File: src/trhm_pkg.sv
// Package for the touch region hit matcher: region record type, command codes,
// sizing constants and the region containment test. No dependencies.
`timescale 1ns / 1ps
`default_nettype none

package trhm_pkg;

  // Table depth; sizes the region store, its index and the fill count.
  localparam int unsigned MaxRegions = 64;
  localparam int unsigned AddrW      = (MaxRegions > 1) ? $clog2(MaxRegions) : 1;
  localparam int unsigned CountW     = $clog2(MaxRegions + 1);

  // Command field codes.
  localparam logic CmdSample   = 1'b0;
  localparam logic CmdRegister = 1'b1;

  typedef enum logic [1:0] {
    StIdle,
    StScan,
    StFlush
  } state_e;

  // One stored region, 44 bits.
  typedef struct packed {
    logic [8:0] left;
    logic [8:0] right;
    logic [7:0] lower;
    logic [7:0] upper;
    logic [1:0] screen;
    logic [7:0] tag;
  } region_t;

  // Inclusive bounds; an inverted region never matches.
  function automatic logic region_match(input region_t r, input logic [8:0] x,
                                        input logic [7:0] y, input logic [1:0] scr);
    return (r.left <= x) && (r.right >= x) && (r.lower >= y) && (r.upper <= y) &&
           (r.screen == scr);
  endfunction

endpackage

`default_nettype wire

File: src/trhm_region_store.sv
// Region store of the touch region hit matcher: one write port, one read port
// with registered read data. Depends on trhm_pkg.
`timescale 1ns / 1ps
`default_nettype none

module trhm_region_store
  import trhm_pkg::*;
(
  input  wire logic             clk_i,
  input  wire logic             wr_en_i,
  input  wire logic [AddrW-1:0] wr_addr_i,
  input  wire region_t          wr_data_i,
  input  wire logic [AddrW-1:0] rd_addr_i,
  output region_t               rd_data_o
);

  region_t mem [MaxRegions];
  region_t rd_data_q;

  always_ff @(posedge clk_i) begin
    if (wr_en_i) begin
      mem[wr_addr_i] <= wr_data_i;
    end
  end

  always_ff @(posedge clk_i) begin
    rd_data_q <= mem[rd_addr_i];
  end

  assign rd_data_o = rd_data_q;

endmodule

`default_nettype wire

File: src/touch_region_hit_matcher.sv
// Top level of the touch region hit matcher: command decode, scan sequencer,
// pending-hit hold and result register. Depends on trhm_pkg, trhm_region_store.
`timescale 1ns / 1ps
`default_nettype none

// Channel  Direction  Handshake              Payload
// input    in         in_valid_i/in_ready_o  cmd, touch and region fields
// result   out        out_valid_o/out_ready_i hit_tag, hit_x, hit_y, hit_pressure, last_hit
//
// A register item or a sample that starts no press leaves the sequencer idle.
// A new press is accepted, then one stored region per cycle goes through the shared
// compare unit, then the held hit is released; the result side can stall the scan
// and the release. The store gives one read a cycle; that sets the scan rate.
// Reset clears the fill count, the held-press flag and the sequencer; the store
// needs no clearing, as only filled entries are read.
// The result register lets the scan run while a result waits to be taken.

module touch_region_hit_matcher
  import trhm_pkg::*;
(
  input  wire logic       clk_i,
  input  wire logic       rst_ni,
  input  wire logic       in_valid_i,
  output logic            in_ready_o,
  input  wire logic       cmd_i,
  input  wire logic       touch_detected_i,
  input  wire logic [8:0] touch_x_i,
  input  wire logic [7:0] touch_y_i,
  input  wire logic [7:0] touch_pressure_i,
  input  wire logic [1:0] current_screen_i,
  input  wire logic [8:0] region_left_i,
  input  wire logic [8:0] region_right_i,
  input  wire logic [7:0] region_lower_i,
  input  wire logic [7:0] region_upper_i,
  input  wire logic [1:0] region_screen_i,
  input  wire logic [7:0] region_tag_i,
  output logic            out_valid_o,
  input  wire logic       out_ready_i,
  output logic [7:0]      hit_tag_o,
  output logic [8:0]      hit_x_o,
  output logic [7:0]      hit_y_o,
  output logic [7:0]      hit_pressure_o,
  output logic            last_hit_o
);

  state_e state_q, state_d;

  logic [CountW-1:0] count_q;
  logic              held_q;
  logic [AddrW-1:0]  idx_q;

  // Sample latched for the scan.
  logic [8:0] x_q;
  logic [7:0] y_q;
  logic [7:0] pres_q;
  logic [1:0] scr_q;

  // Hit held back until we know whether another follows.
  logic       pend_v_q;
  logic [7:0] pend_tag_q;

  // Result register.
  logic       out_valid_q;
  logic [7:0] out_tag_q;
  logic [8:0] out_x_q;
  logic [7:0] out_y_q;
  logic [7:0] out_pres_q;
  logic       out_last_q;

  logic             in_accept;
  logic             do_write;
  logic             start_scan;
  logic             hit;
  logic             out_free;
  logic             advance;
  logic             scan_done;
  logic             push;
  logic [AddrW-1:0] rd_addr;
  region_t          wr_region;
  region_t          rd_region;

  assign in_ready_o = (state_q == StIdle);
  assign in_accept  = in_valid_i && in_ready_o;
  assign do_write   = in_accept && (cmd_i == CmdRegister) &&
                      (count_q < CountW'(MaxRegions));
  assign start_scan = in_accept && (cmd_i == CmdSample) && !held_q &&
                      touch_detected_i && (count_q != '0);

  assign wr_region = '{left:   region_left_i,
                       right:  region_right_i,
                       lower:  region_lower_i,
                       upper:  region_upper_i,
                       screen: region_screen_i,
                       tag:    region_tag_i};

  trhm_region_store u_store (
    .clk_i     (clk_i),
    .wr_en_i   (do_write),
    .wr_addr_i (count_q[AddrW-1:0]),
    .wr_data_i (wr_region),
    .rd_addr_i (rd_addr),
    .rd_data_o (rd_region)
  );

  // Shared compare unit: one stored region against the latched point per cycle while the scan advances.
  assign hit      = region_match(rd_region, x_q, y_q, scr_q);
  assign out_free = !out_valid_q || out_ready_i;

  // Sequencer outputs.
  always_comb begin
    advance   = 1'b0;
    push      = 1'b0;
    scan_done = 1'b0;
    rd_addr   = '0;
    unique case (state_q)
      StIdle: begin
        rd_addr = '0;
      end
      StScan: begin
        // Hold the entry while a second hit waits for a full result register.
        advance   = !(hit && pend_v_q && !out_free);
        push      = hit && pend_v_q && out_free;
        scan_done = advance && ((CountW'(idx_q) + CountW'(1)) == count_q);
        rd_addr   = advance ? (idx_q + AddrW'(1)) : idx_q;
      end
      StFlush: begin
        push = pend_v_q && out_free;
      end
      default: begin
        rd_addr = '0;
      end
    endcase
  end

  // Sequencer next state.
  always_comb begin
    state_d = state_q;
    unique case (state_q)
      StIdle:  if (start_scan) state_d = StScan;
      StScan:  if (scan_done) state_d = StFlush;
      StFlush: if (!pend_v_q || out_free) state_d = StIdle;
      default: state_d = StIdle;
    endcase
  end

  always_ff @(posedge clk_i or negedge rst_ni) begin
    if (!rst_ni) begin
      state_q     <= StIdle;
      count_q     <= '0;
      held_q      <= 1'b0;
      idx_q       <= '0;
      pend_v_q    <= 1'b0;
      out_valid_q <= 1'b0;
    end else begin
      state_q <= state_d;
      if (do_write) begin
        count_q <= count_q + CountW'(1);
      end
      // Track the press: set on a touch, drop on a sample without touch.
      if (in_accept && (cmd_i == CmdSample)) begin
        held_q <= touch_detected_i;
      end
      if (start_scan) begin
        idx_q <= '0;
      end else if (state_q == StScan && advance) begin
        idx_q <= idx_q + AddrW'(1);
      end
      if (state_q == StScan && advance && hit) begin
        pend_v_q <= 1'b1;
      end else if (state_q == StFlush && push) begin
        pend_v_q <= 1'b0;
      end
      if (push) begin
        out_valid_q <= 1'b1;
      end else if (out_ready_i) begin
        out_valid_q <= 1'b0;
      end
    end
  end

  always_ff @(posedge clk_i) begin
    if (start_scan) begin
      x_q    <= touch_x_i;
      y_q    <= touch_y_i;
      pres_q <= touch_pressure_i;
      scr_q  <= current_screen_i;
    end
    if (state_q == StScan && advance && hit) begin
      pend_tag_q <= rd_region.tag;
    end
    if (push) begin
      out_tag_q  <= pend_tag_q;
      out_x_q    <= x_q;
      out_y_q    <= y_q;
      out_pres_q <= pres_q;
      out_last_q <= (state_q == StFlush);
    end
  end

  assign out_valid_o    = out_valid_q;
  assign hit_tag_o      = out_tag_q;
  assign hit_x_o        = out_x_q;
  assign hit_y_o        = out_y_q;
  assign hit_pressure_o = out_pres_q;
  assign last_hit_o     = out_last_q;

  // The fill count never passes the table depth.
  a_count_bound: assert property (@(posedge clk_i) disable iff (!rst_ni)
    count_q <= CountW'(MaxRegions))
    else $error("region count beyond table depth");

  // The scan index stays inside the filled part of the store.
  a_idx_filled: assert property (@(posedge clk_i) disable iff (!rst_ni)
    (state_q == StScan) |-> (CountW'(idx_q) < count_q))
    else $error("scan index beyond filled entries");

  // Releasing the final hit returns the sequencer to idle with nothing held.
  a_flush_idle: assert property (@(posedge clk_i) disable iff (!rst_ni)
    (state_q == StFlush && push) |=> (state_q == StIdle && !pend_v_q && out_last_q))
    else $error("final hit not released cleanly");

  // A result is only written into a free result register.
  a_push_free: assert property (@(posedge clk_i) disable iff (!rst_ni)
    push |-> (pend_v_q && (!out_valid_q || out_ready_i)))
    else $error("result overwritten");

endmodule

`default_nettype wire

File: config.mk
export PLATFORM = sky130hd
export DESIGN_NAME = touch_region_hit_matcher
export DESIGN_NICKNAME = d
export VERILOG_FILES = /design/src/trhm_pkg.sv /design/src/trhm_region_store.sv /design/src/touch_region_hit_matcher.sv
export SDC_FILE = /design/constraint.sdc
export NUM_CORES = 2
export LEC_CHECK = 0
export BUFFER_PORTS_ARGS = -buffer_cell sky130_fd_sc_hd__clkbuf_2
export CAP_MARGIN = 30
export CORE_AREA = 8 8 537 539
export CTS_CLUSTER_DIAMETER = 150
export DETAILED_ROUTE_END_ITERATION = 8
export DIE_AREA = 0 0 545 547
export PLACE_DENSITY = 0.66
export SLEW_MARGIN = 15
export SYNTH_ARGS = -nofsm -noshare
export SYNTH_HDL_FRONTEND = slang
export SYNTH_HIERARCHICAL = 1
export SYNTH_SLANG_ARGS = --single-unit
File: constraint.sdc
create_clock -name clk_i -period 5.2 [get_ports clk_i]
set_input_delay 1.04 -clock clk_i [delete_from_list [all_inputs] [get_ports clk_i]]
set_output_delay 1.04 -clock clk_i [all_outputs]
set_load 0.05 [all_outputs]
Word level (Yosys, flattened, before mapping):

Memory sizes are Yosys's and may differ from the RTL's. A register that Yosys moved wholly into a read port is not among the register bits.
Index checks and enable logic that the tools add are counted.

* magnitude comparators: 5
* add/subtract/negate cells: 3
* bitwise logic cells: 1
* shift operators: 0
* multiplexer cells: 17
* multiply operators: 0
* reduce and logical (&&, ||, !) cells: 32
* div/mod/pow operators: 0
* equality and inequality tests: 7

Operators by type and width (count)
* 6-bit 2-to-1 mux: 4
* 1-bit logical AND: 19
* 9-bit >= comparator: 1
* 9-bit <= comparator: 1
* 8-bit >= comparator: 1
* 8-bit <= comparator: 1
* 1-bit 2-to-1 mux: 8
* 6-bit by 1-bit adder with 7-bit output (second input constant): 1
* 7-bit by 1-bit adder with 7-bit output (second input constant): 1
* 7-bit equality test: 1
* 7-bit < comparator (second input constant): 1
* 7-bit nonzero test: 1
* 6-bit by 1-bit adder with 6-bit output (second input constant): 1
* 2-bit 2-to-1 mux: 3
* 2-bit one-hot mux with 3 select lines: 1
* 2-bit nonzero test: 3
* 1-bit zero test: 5
* 2-bit != test (second input constant): 2
* 3-bit AND reduction: 1
* 2-bit by 1-bit equality test with 1-bit output (second input constant): 1
* 2-bit equality test: 1
* 2-bit equality test (second input constant): 1
* 2-bit zero test: 1
* 1-bit logical OR: 2
* 3 further kinds: 3

* output and inout bits: 36
* memories kept: 1
* latch bits: 0
* logic and storage cells: 82
* memory bits (read-only): 0
* input bits: 77
* register bits after elaboration: 87
* memory bits (writable): 2816

Memory list
* u_store.mem: depth 64, width 44, read ports 1, clocked after Yosys merged registers in 1, write ports 1, line trhm_region_store.sv:17 `region_t mem [MaxRegions];`

Depth between registers and ports, before layout:

* depth in word-level cells: 12
* mapped depth: 21
* gate-level depth less buffers: 14

Modules after synthesis:

Netlist, hierarchy kept.

Modules (own cells, without submodules)
* trhm_region_store: cells an instance 4547, sequential area each 85441.9 sq um, times used 1, area an instance 107337.9 sq um
* touch_region_hit_matcher: cells an instance 304, sequential area each 2522.4 sq um, times used 1, area an instance 4147.7 sq um

Least setup slack after synthesis:

No wires, ideal clock.

* path kind: reg-to-reg
* start: reg state_q[0]
* end: mem u_store/mem[48][0] in the netlist's numbering (enable)
* buffers on the path: 1
* arrival: 4.950 ns
* library setup time: 0.500 ns
* required time: 4.700 ns
* stages on the path, launching flop included: 8
* setup slack: -0.250 ns
* clock period less this slack: 5.450 ns
* cell sequence: dfrtp_1 inv_1 ha_1 and3_1 nor2b_1 clkbuf_1 nand4b_1 nor3_1

* longest elaborated chain between the ends: 6

RTL lines
* start, declared: line touch_region_hit_matcher.sv:46 `state_e state_q, state_d;`
* start signal, assigned: line touch_region_hit_matcher.sv:148 `state_q <= StIdle;`
* start signal, assigned: line touch_region_hit_matcher.sv:155 `state_q <= state_d;`
* 2-bit zero test: line touch_region_hit_matcher.sv:82 `assign in_ready_o = (state_q == StIdle);`
* named net in_ready_o: line touch_region_hit_matcher.sv:24 `output logic in_ready_o,`
* 1-bit logical AND: line touch_region_hit_matcher.sv:83 `assign in_accept = in_valid_i && in_ready_o;`
* 1-bit logical AND (2 in series): line touch_region_hit_matcher.sv:84 `assign do_write = in_accept && (cmd_i == CmdRegister) &&`
* named net do_write: line touch_region_hit_matcher.sv:71 `logic do_write;`
* 1-bit 2-to-1 mux: line trhm_region_store.sv:21 `if (wr_en_i) begin`
* 1-bit 2-to-1 mux (not written as such): line trhm_region_store.sv:22 `mem[wr_addr_i] <= wr_data_i;`
* end, declared: line trhm_region_store.sv:17

The timed path passes the listed nets, and every way through them passes these cells.

Worst setup path after layout:

* start: reg y_q[0]
* end: reg u_store/rd_data_o[8] (netlist name)

* longest elaborated chain between the ends: 8
* elaborated cells between the ends (all ways): 9
* those cells by class: order compare (2); mux (2); reduce/logical (5)

RTL lines
* start, declared: line touch_region_hit_matcher.sv:54 `logic [7:0] y_q;`
* start signal, assigned: line touch_region_hit_matcher.sv:184 `y_q <= touch_y_i;`
* 8-bit >= comparator: line trhm_pkg.sv:36 `return (r.left <= x) && (r.right >= x) && (r.lower >= y) && (r.upper <= y) &&`
* 1-bit logical AND: line trhm_pkg.sv:36
* 1-bit logical AND (*) (2 in series): line trhm_pkg.sv:36
* 1-bit logical AND (*) (2 in series): line touch_region_hit_matcher.sv:121 `advance = !(hit && pend_v_q && !out_free);`
* 6-bit 2-to-1 mux (*): line touch_region_hit_matcher.sv:124 `rd_addr = advance ? (idx_q + AddrW'(1)) : idx_q;`
* 6-bit 2-to-1 mux (*): line touch_region_hit_matcher.sv:115 `unique case (state_q)`
* named net rd_addr[3]: line touch_region_hit_matcher.sv:78 `logic [AddrW-1:0] rd_addr;`

The timed path passes the listed nets; every way through them passes the cells marked *.
A chain may end at the register's enable or synchronous reset.

==> impl_metrics.ini <==
[outcome]
status = finished, final reports clean

[yosys]
synth_top_family_by_area = multiplexers
syn_area_um2 = 111500
synth_fa_ha_area_share_pct = 0.4489
synthCells = 4851
syn_nets = 4968
post-synth-top-count-cell = edfxtp_1
synth_top_cell_area_share_pct = 77.71
synth.area.top_cells = edfxtp_1 78%, mux4_2 14%, dfxtp_1 0.79%
synth-compound-area-share_pct = 3.172
async_flop_share_pct = 0.6108
synth_mux_area_share_pct = 14.74
ys.warnings.count = 6
synth_top_area_cell = edfxtp_1
synth_cell_types = 65
synthSimpleGateAreaFrac_pct = 1.306
synth_common_cells = 2885 x edfxtp_1, 697 x mux4_2, 127 x clkbuf_1, 115 x nor2_1, 100 x o22ai_1
synth-edff-count = 2885
ys_seq_area_share_pct = 78.90
avgSynthCellArea_um2 = 22.98
synth_seq_cells = 2947
synth-xor-area-share_pct = 0.1257
synth-main-ff-cell = edfxtp_1

[drt]
ant_nets = 0
avgViaCountPerCell = 5.916
routed.top_layer = met5
wl_met2_um = 142300
wirelength_met1_um = 114300
num_vias = 55290
drtIter0Drc = 7334
dr.pass1.iters = 6
wl_per_cell_um = 31.67
wl_met3_um = 30730
remaining_drc_errors = 0
routed_wl_um = 296000

[global_route]
grt_overflow = 0
grt_pass1_wl_um = 416800
antenna_found_initial = 16
grt_pass1_vias = 55360
grt_max_degree = 65
grt_usage_pct = 19.41

[worst_setup_path]
timing.rr.end = u_store/rd_data_o[8]
required_ns = 5.94
worstReg2RegStart = y_q[0]
worstSetupPathType = register to register
startpoint = y_q[0]
crit_path_end_kind = register
cp.arrival_ns = 5.78
r2r_slack_ns = 0.16
reg2regPathDepth = 16
crit_end = u_store/rd_data_o[8]
cp-start-kind = register
cp_max_fo = 24

[cts]
worstSkewPairLatency_ns = 0.92
clock_sinks = 2947
holdBufCountCts = 0
cts_max_path_buffers = 4
numCtsBuffers = 299
cts_tree = done
htreeDepth = 5
cts_root_buffer = clkbuf_16
clk_pin_slew_ns = 0.06

[floorplanning]
initial_core_util_pct = 39.77
core_um2 = 280300
die_w_um = 545
dieArea_um2 = 298100
io_pins = 113
rows = 195
die_h_um = 547

[sta]
finalCritPeriodShare_pct = 96.96
setup_tns_ns = 0
hold_viol = 0
fmax_mhz = 198.3
worstMarginPinSlew_ns = 1.058
finClkSkew_ns = 0.05995
fin_crit_ns = 5.042
setup_viol = 0
rsz0062_at_grt = false
hold_ws_ns = 0.1130
drv_slew = 0
max_slew_margin_pct = 29.49

[cells_and_area]
fin_util_pct = 46.27
drive_above_1_share_pct = 30.24
fin_nets = 5491
synthToLayoutAreaGrowth_pct = 16.35
fill_cells = 22600

[power]
vdd_drop_max_mv = 0.4105
pwr-share-clk_pct = 31.2
switching_share_pct = 28.59
powerDensity_nw_per_um2 = 509.6
p_leak_nw = 40.04
p_comb_share_pct = 27.8
seqPwrFrac_pct = 41.0
intPower_mw = 47.20
p_switching_mw = 18.90

[worst_hold_path]
hp-class = input pin to async pin

[place]
gp_congestion = 0.8409
port_buffers = 112
dp_hpwl_um = 169100

[job]
drv_cap = 0
-- registers in the layout, summed over array words and instances (netlist names), 7 cells and up --
register	flops
u_store/mem	2816
u_store/rd_data_o	44
hit_x_o	9
x_q	9
hit_pressure_o	8
hit_tag_o	8
hit_y_o	8
pend_tag_q	8
pres_q	8
y_q	8
count_q	7
-- through the flow --
| stage | total power, mW | setup WS (ns) | instance area, um2 | std cells |
|---|---|---|---|---|
| after global placement | 45.67 | -0.5288 | 119800 | 8785 |
| after CTS | 66.38 | 0.02587 | 129600 | 9334 |
| after global routing | 68.27 | 0.04399 | 129700 | 9340 |
| final | 66.10 | 0.1583 | 129700 | 9345 |
| after floorplan | 39.26 | 0.6747 | 111500 | 4851 |
| after detailed placement | 45.89 | -0.5891 | 120400 | 8812 |
-- layer usage --
metal	vias to the layer above	global-route usage, %
met4	10	5.468
met3	496	4.171
met2	3088	31.28
li1	21920	-
met1	29770	26.82
met5	-	0
-- worst min-delay path by stage --
stage | from | endpoint
after floorplan | u_store/rd_data_o[0] | pend_tag_q[0]
after global placement | u_store/rd_data_o[6] | pend_tag_q[6]
after detailed placement | u_store/rd_data_o[6] | pend_tag_q[6]
after CTS | rst_ni | count_q[0]
after global routing | rst_ni | count_q[0]
final | rst_ni | count_q[0]
-- cells in the final DEF (no fill, tap or decap), types with 40 or more instances in the layout --
cell / count
ha_1: 40
mux4_2: 697
nand2_1: 41
clkinv_2: 40
clkbuf_1: 88
o22ai_1: 100
a221oi_1: 69
buf_4: 257
a22o_1: 70
edfxtp_1: 2885
clkbuf_16: 306
dfxtp_1: 44
clkbuf_2: 112
mux2i_1: 65
a21oi_1: 82
nor2_4: 66
nor2_1: 47
buf_12: 115
-- what timing repair did --
item,in CTS,in global routing
setup endpoints to repair,0,2
resized for setup,0,2
buffers inserted,0,3
-- power groups by stage --
stage | combinational [mW] | clock (mW) | sequential (mW)
2_1_floorplan | 12.0 | 0 | 27.3
3_3_place_gp | 18.1 | 0 | 27.6
4_1_cts | 18.4 | 20.9 | 27.1
3_5_place_dp | 18.3 | 0 | 27.6
5_1_grt | 19.4 | 21.8 | 27.1
6_report | 18.4 | 20.6 | 27.1
-- area by class of cell --
class                   instances  area, um2  area share, %
flip-flops and latches       2947      87960          67.81
multi-input cells            1606      22650          17.46
clock buffers                 407       8167          6.296
repair buffers                494       5047          3.891
well taps                    3743       4683          3.610
clock inverters               115       1089         0.8392
inverters                      26      97.59        0.07524
diodes                          7      17.52        0.01350
-- logic make-up after synthesis --
group | count (synthesis)
buffers and inverters | 298
xor gates and xnor gates | 16
AOI/OAI and AO/OA | 487
muxes | 770
DFF | 2947
and+or+nand+nor | 293
adders and majority gates | 40
-- critical path, stage by stage, from the launching register on --
cell and delay (ns):
edfxtp_1 0.42, ha_1 0.32, nand2b_4 0.14, a211oi_2 0.20
o21bai_1 0.12, a221oi_2 0.45, nor4_4 0.12, buf_12 0.18
or4_1 0.51, nand2_2 0.47, buf_4 0.29, nor2b_4 0.20
buf_4 0.42, a22o_1 0.24, nor3_1 0.06, buf_4 0.16
a311oi_1 0.52
(Power assumes the default switching activity.)
